**src/rtl/cpfv_pkg.sv**
```systemverilog
// ----------------------------------------------------------------------------
// cpfv_pkg
// Shared constants and types for the CPF check-digit validator.
// ----------------------------------------------------------------------------
package cpfv_pkg;

    localparam int ID_W           = 37;
    localparam int DIGITS         = 12;
    localparam int BCD_W          = 4 * DIGITS;
    localparam int BITS_PER_STAGE = 5;
    localparam int DABBLE_STAGES  = (ID_W + BITS_PER_STAGE - 1) / BITS_PER_STAGE;
    localparam int BIN_W          = DABBLE_STAGES * BITS_PER_STAGE;
    // input register, conversion stages, weighted sums, result register
    localparam int LATENCY        = DABBLE_STAGES + 3;

    localparam int SUM_W          = 10;

    localparam logic [ID_W-1:0] ID_LOW_BOUND  = 37'd11111111111;
    localparam logic [ID_W-1:0] ID_HIGH_BOUND = 37'd99999999999;

    typedef logic [3:0] t_digit;

endpackage

```
**src/rtl/cpf_check_digit_validator.sv**
```systemverilog
// ----------------------------------------------------------------------------
// cpf_check_digit_validator
// Pipelined CPF validator: range and repdigit screen, binary to BCD, and the
// two mod-11 check digits compared against the number's last two digits.
// ----------------------------------------------------------------------------
// One item can be started in every clock cycle; busy is high only while reset
// is held. The verdict appears on o_is_valid with o_done high for exactly one
// cycle. Items come out in the order they went in. The pipeline is made of an
// input register, the binary to decimal conversion, which shifts five input
// bits per stage over eight stages, one stage of weighted digit sums and one
// stage of mod-11 reduction and compare. The receiver cannot stall the block,
// so results must be captured on the cycle o_done is high.
module cpf_check_digit_validator (
    input  logic                      i_clk,
    input  logic                      i_rst_n,
    input  logic                      start,
    input  logic [cpfv_pkg::ID_W-1:0] i_id_number,
    output logic                      busy,
    output logic                      o_done,
    output logic                      o_is_valid
);
    import cpfv_pkg::*;

    localparam logic [7:0] SUB_176 = 8'd176;
    localparam logic [7:0] SUB_88  = 8'd88;
    localparam logic [7:0] SUB_44  = 8'd44;
    localparam logic [7:0] SUB_22  = 8'd22;
    localparam logic [7:0] SUB_11  = 8'd11;

    // one add-3/shift step per input bit, BITS_PER_STAGE bits per stage
    function automatic logic [BCD_W+BIN_W-1:0] dabble(
        input logic [BCD_W-1:0] bcd,
        input logic [BIN_W-1:0] bin
    );
        logic [BCD_W+BIN_W-1:0] acc;
        acc = {bcd, bin};
        for (int s = 0; s < BITS_PER_STAGE; s++) begin
            for (int d = 0; d < DIGITS; d++) begin
                if (acc[BIN_W + 4*d +: 4] >= 4'd5) begin
                    acc[BIN_W + 4*d +: 4] = acc[BIN_W + 4*d +: 4] + 4'd3;
                end
            end
            acc = acc << 1;
        end
        return acc;
    endfunction

    // x < 1024: fold 64 = 9 (mod 11), then a subtract chain
    function automatic t_digit mod11(input logic [SUM_W-1:0] x);
        logic [7:0] y;
        y = {1'b0, x[9:6], 3'b000} + {4'b0000, x[9:6]} + {2'b00, x[5:0]};
        if (y >= SUB_176) begin
            y = y - SUB_176;
        end
        if (y >= SUB_88) begin
            y = y - SUB_88;
        end
        if (y >= SUB_44) begin
            y = y - SUB_44;
        end
        if (y >= SUB_22) begin
            y = y - SUB_22;
        end
        if (y >= SUB_11) begin
            y = y - SUB_11;
        end
        return y[3:0];
    endfunction

    function automatic t_digit check_of(input logic [SUM_W-1:0] x);
        t_digit r;
        r = mod11(x);
        return (r < 4'd2) ? 4'd0 : (4'd11 - r);
    endfunction

    // conversion pipeline, stage 0 is the input register
    logic [BIN_W-1:0] r_bin     [DABBLE_STAGES+1];
    logic [BCD_W-1:0] r_bcd     [DABBLE_STAGES+1];
    logic             r_inrange [DABBLE_STAGES+1];
    logic             r_vld     [DABBLE_STAGES+1];
    logic [BIN_W-1:0] n_bin     [DABBLE_STAGES];
    logic [BCD_W-1:0] n_bcd     [DABBLE_STAGES];

    // sums stage
    logic             r_s_vld;
    logic             r_pre;
    logic [SUM_W-1:0] r_sum1;
    logic [SUM_W-1:0] r_sum2;
    t_digit           r_cd1;
    t_digit           r_cd0;
    logic [SUM_W-1:0] n_sum1;
    logic [SUM_W-1:0] n_sum2;
    logic             n_rep;
    t_digit           dig [DIGITS];

    logic             n_pass;
    logic             accept;

    assign busy   = ~i_rst_n;
    assign accept = start && !busy;

    always_comb begin
        for (int s = 0; s < DABBLE_STAGES; s++) begin
            {n_bcd[s], n_bin[s]} = dabble(r_bcd[s], r_bin[s]);
        end
    end

    always_ff @(posedge i_clk) begin
        if (!i_rst_n) begin
            for (int s = 0; s <= DABBLE_STAGES; s++) begin
                r_vld[s] <= 1'b0;
            end
        end else begin
            r_vld[0] <= accept;
            for (int s = 0; s < DABBLE_STAGES; s++) begin
                r_vld[s+1] <= r_vld[s];
            end
        end
    end

    always_ff @(posedge i_clk) begin
        r_bin[0]     <= {{(BIN_W-ID_W){1'b0}}, i_id_number};
        r_bcd[0]     <= '0;
        r_inrange[0] <= (i_id_number >= ID_LOW_BOUND) && (i_id_number <= ID_HIGH_BOUND);
        for (int s = 0; s < DABBLE_STAGES; s++) begin
            r_bin[s+1]     <= n_bin[s];
            r_bcd[s+1]     <= n_bcd[s];
            r_inrange[s+1] <= r_inrange[s];
        end
    end

    always_comb begin
        for (int j = 0; j < DIGITS; j++) begin
            dig[j] = r_bcd[DABBLE_STAGES][4*j +: 4];
        end
        n_sum1 = '0;
        n_sum2 = '0;
        n_rep  = 1'b1;
        // first check digit: digits 2..10 weighted 2..10
        for (int j = 2; j <= 10; j++) begin
            n_sum1 = n_sum1 + {{(SUM_W-4){1'b0}}, dig[j]} * SUM_W'(j);
        end
        // second check digit: digits 1..10 weighted 2..11
        for (int j = 1; j <= 10; j++) begin
            n_sum2 = n_sum2 + {{(SUM_W-4){1'b0}}, dig[j]} * SUM_W'(j + 1);
        end
        // in range, so a multiple of 11111111111 is exactly a repdigit
        for (int j = 0; j < 10; j++) begin
            if (dig[j] != dig[10]) begin
                n_rep = 1'b0;
            end
        end
    end

    always_ff @(posedge i_clk) begin
        if (!i_rst_n) begin
            r_s_vld <= 1'b0;
        end else begin
            r_s_vld <= r_vld[DABBLE_STAGES];
        end
    end

    always_ff @(posedge i_clk) begin
        r_pre  <= r_inrange[DABBLE_STAGES] && !n_rep;
        r_sum1 <= n_sum1;
        r_sum2 <= n_sum2;
        r_cd1  <= dig[1];
        r_cd0  <= dig[0];
    end

    assign n_pass = r_pre && (check_of(r_sum1) == r_cd1) && (check_of(r_sum2) == r_cd0);

    always_ff @(posedge i_clk) begin
        if (!i_rst_n) begin
            o_done     <= 1'b0;
            o_is_valid <= 1'b0;
        end else begin
            o_done     <= r_s_vld;
            o_is_valid <= r_s_vld && n_pass;
        end
    end

    // every accepted item comes out with its own o_done strobe
    a_latency: assert property (@(posedge i_clk) disable iff (!i_rst_n)
        accept |-> ##LATENCY o_done)
        else $error("item did not complete after pipeline latency");

    a_no_spurious: assert property (@(posedge i_clk) disable iff (!i_rst_n)
        o_done |-> $past(accept, LATENCY))
        else $error("result strobe without a matching accepted item");

    a_valid_qualified: assert property (@(posedge i_clk)
        o_is_valid |-> o_done)
        else $error("is_valid raised outside a result cycle");

endmodule
```
**config.mk**
```make
export PLATFORM = sky130hd
export DESIGN_NAME = cpf_check_digit_validator
export DESIGN_NICKNAME = d
export VERILOG_FILES = /design/src/rtl/cpfv_pkg.sv /design/src/rtl/cpf_check_digit_validator.sv
export SDC_FILE = /design/constraint.sdc
export NUM_CORES = 2
export LEC_CHECK = 0
export ABC_AREA = 1
export BUFFER_PORTS_ARGS = -buffer_cell sky130_fd_sc_hd__buf_2
export CAP_MARGIN = 25
export CORE_MARGIN = 10
export CORE_UTILIZATION = 70
export CTS_CLUSTER_DIAMETER = 100
export DETAILED_ROUTE_END_ITERATION = 12
export HOLD_SLACK_MARGIN = 0.08
export MAX_ROUTING_LAYER = met4
export PLACE_DENSITY = 0.94
export SYNTH_ARGS = -nofsm -noshare
export SYNTH_HDL_FRONTEND = slang
export SYNTH_SLANG_ARGS = --single-unit
```
**constraint.sdc**
```tcl
create_clock -name i_clk -period 13.25 [get_ports i_clk]
set_input_delay 0.6625 -clock i_clk [delete_from_list [all_inputs] [get_ports i_clk]]
set_output_delay 0.6625 -clock i_clk [all_outputs]
set_load 0.1 [all_outputs]
```
==> reports/qor.csv <==
stage,metric,value,unit
worst_hold_path,Hold Path Class,in -> reg,
clocking,postcts setup bufs,0,
yosys,largest family of logic cells by synthesized area,adder cells,
yosys,"FFs w/ async S/R, synth",0,%
yosys,ranking of synthesized cells by area,"dfxtp_1 23%, ha_1 19%, inv_1 13%",
routing,DRC violations left,0,
yosys,Mapped Cells,5288,
final_layout,Fillers,3513,
routing,routed wire length,75700,um
routing,via density per instance,5.23,
critical_path,Setup crit start kind,flop,
global_route,largest net degree at the start of global routing,16,
yosys,Post-Synth Simple-Gate Area,18.1,%
final_layout,area delta synth->final,7.49,%
placement,Final GP Congestion,0.951,
global_route,total gr overflow,0,
critical_path,critical path class,reg -> reg,
critical_path,crit path DAT,6.87,ns
sta,Setup-failing EPs final,0,
routing,DRT antenna net count,0,
yosys,Yosys top cell by area,dfxtp_1,
final_layout,layout cells sized above 1,4.53,%
placement,placed insts,6011,
final_layout,ant diodes,0,
clocking,"Clk Latency, worst-skew pair",0.60,ns
yosys,area of the mapped netlist,37200,sq um
sta,Max Clock Skew,0.0266,ns
critical_path,R2R depth,21,
yosys,main flop type after synthesis,dfxtp_1,
sta,Final period util,47.8,%
floorplan,CORE AREA,52700,sq um
placement,IO Port Bufs,42,
yosys,Synth cell types,54,
sta,Slew @ Worst Pin,0.840,ns
placement,HPWL Detailed,56900,um
yosys,post-synth top area share,22.9,%
sta,Final Hold Fails,0,
clocking,post_cts resized,0,
yosys,Post-Synth Adder-Cell Area,24.7,%
routing,total number of vias,31900,
clocking,CTS Hold Bufs,0,
clocking,H-Tree Depth,2,
global_route,GRT Resource Usage Total,24.1,%
critical_path,Crit Path Max Fanout,6,
worst_hold_path,Hold Path Stages,1,
final_layout,"commonest non-fill, non-tap cell in the layout",inv_1,
yosys,Syn Nets,5995,
sta,max frequency,158,MHz
routing,DR pass1 iterations,6,
global_route,initial antenna violation count,0,
routing,DRT iter0 DRCs,1643,
critical_path,Critical Path RT,13.78,ns
sta,"Slew Viols, Final",0,
floorplan,# rows,84,
clocking,Longest Clk Path Bufs,3,
sta,RSZ-0062 raised after global routing,false,
yosys,"EDFF count, synth",0,
global_route,first-pass GRT wire length,130000,um
flow_run,max_cap viols,0,
sta,setup tns final,0,ns
sta,Period minus WS final,6.34,ns
final_layout,"Net count, final",6079,
final_layout,Layout Cells excl Fill,6099,
yosys,Synth Area in Compound Gates,13.8,%
clocking,CTS buffer count,47,
clocking,Sink Count,425,
clocking,clk root buf,clkbuf_16,
floorplan,initial core utilization,70.7,%
clocking,CTS tree,built,
outcome,status,"finished, final reports clean",
yosys,multiplexer share of the synthesized area,0.249,%
floorplan,Die Y,251,um
yosys,register area share after synthesis,22.9,%
yosys,xor/xnor cell area share of the yosys netlist,6.77,%
clocking,Clock transition at path regs,0.07,ns
yosys,Mean Syn Cell Area,7.04,sq um
routing,routed len/inst,12.4,um
sta,hold slack,0.173,ns
critical_path,CP endpoint kind,flop,
floorplan,Die Area,62800,sq um
yosys,Yosys warning count,0,
floorplan,I/O pin cnt,43,
floorplan,DIE WIDTH,251,um
global_route,vias in the first global route,31400,
yosys,"FF+latch count, synth",425,
sta,max_slew headroom,43.3,%
final_layout,most frequent cells in the layout,"1,327 x inv_1, 830 x nand2_1, 556 x ha_1",
worst paths after layout:
path | startpoint | to | slack, ns
setup / recovery | r_bcd[0][423]$_DFF_P_ | r_sum2[8]$_DFF_P_ | 6.91
hold / removal | i_id_number[1] | r_bin[0][1]$_DFF_P_ | 0.17
setup reg to reg | r_bcd[0][423]$_DFF_P_ | r_sum2[8]$_DFF_P_ | 6.91
hold reg to reg | r_bin[0][47]$_DFF_P_ | r_bin[0][92]$_DFF_P_ | 0.32
final cells by class:
| class | instances | area [sq um] | share of cell area (%) |
|---|---|---|---|
| clock buffer | 59 | 1290 | 3.23 |
| multi-input combinational | 3523 | 23700 | 59.2 |
| clock inverter | 29 | 453 | 1.13 |
| tap | 688 | 861 | 2.15 |
| inverter | 1333 | 5000 | 12.5 |
| timing repair buffer | 42 | 210 | 0.525 |
| sequential | 425 | 8510 | 21.3 |
state kept, by name, summed over array words and instances, names as in the netlist:
name / flops
r_vld: 9
r_inrange: 9
o_done: 1
r_cd1: 4
r_sum2: 10
r_pre: 1
r_s_vld: 1
r_bcd: 198
o_is_valid: 1
r_cd0: 4
r_bin: 177
r_sum1: 10
routing by layer:
| metal | vias up | part of all wire, % | GRT usage, % |
|---|---|---|---|
| met2 | 618 | 53 | 46.6 |
| met3 | 227 | 3.6 | 2.98 |
| met5 | - | 0 | - |
| met4 | 0 | 3.5 | 9.86 |
| li1 | 16600 | - | - |
| met1 | 14500 | 40 | 23.7 |
through the flow:
| step | utilization (%) | instance area (sq um) | setup slack, ns |
|---|---|---|---|
| final | 76.0 | 40000 | 6.91 |
| after global routing | 76.0 | 40000 | 6.36 |
| after CTS | 76.0 | 40000 | 6.92 |
| after detailed placement | 72.7 | 38300 | 6.94 |
| after global placement | 72.7 | 38300 | 7.05 |
| after floorplan | - | 37200 | 7.29 |
critical path, stage by stage (launching register included):
cell and delay [ns]:
dfxtp_1 0.49, ha_1 0.29, ha_1 0.23, fa_1 0.45, ha_1 0.29, inv_1 0.05
fa_1 0.50, inv_1 0.07, fa_1 0.52, fa_1 0.51, inv_1 0.04, fa_1 0.47
inv_1 0.05, fa_1 0.50, fa_1 0.51, ha_1 0.37, nand2_1 0.09, nor2_1 0.04
a211oi_1 0.34, o21bai_1 0.12, a21oi_1 0.19, xor2_1 0.15
Yosys cell counts (23+ instances only):
cell	number
dfxtp_1	425
ha_1	556
nand2_1	830
nor3_1	27
nand3_1	166
xnor2_1	44
o211ai_1	23
a31oi_1	27
a21oi_1	273
fa_1	111
inv_1	1327
or2_2	73
nor2_1	409
o21ai_0	531
xor2_1	240
cells by family (layout without fill, tap and decap cells):
kind of cell               Yosys count  count (layout)
muxes                                9               9
DFF                                425             425
AOI/OAI and AO/OA                  958             958
xor gates and xnor gates           286             286
and+or+nand+nor                   1603            1603
buffers and inverters             1340            1463
adders and majority gates          667             667
Power is left out: the tool's default activity adds up to more than one toggle a clock period on the data nets, which glitch-free logic cannot reach.
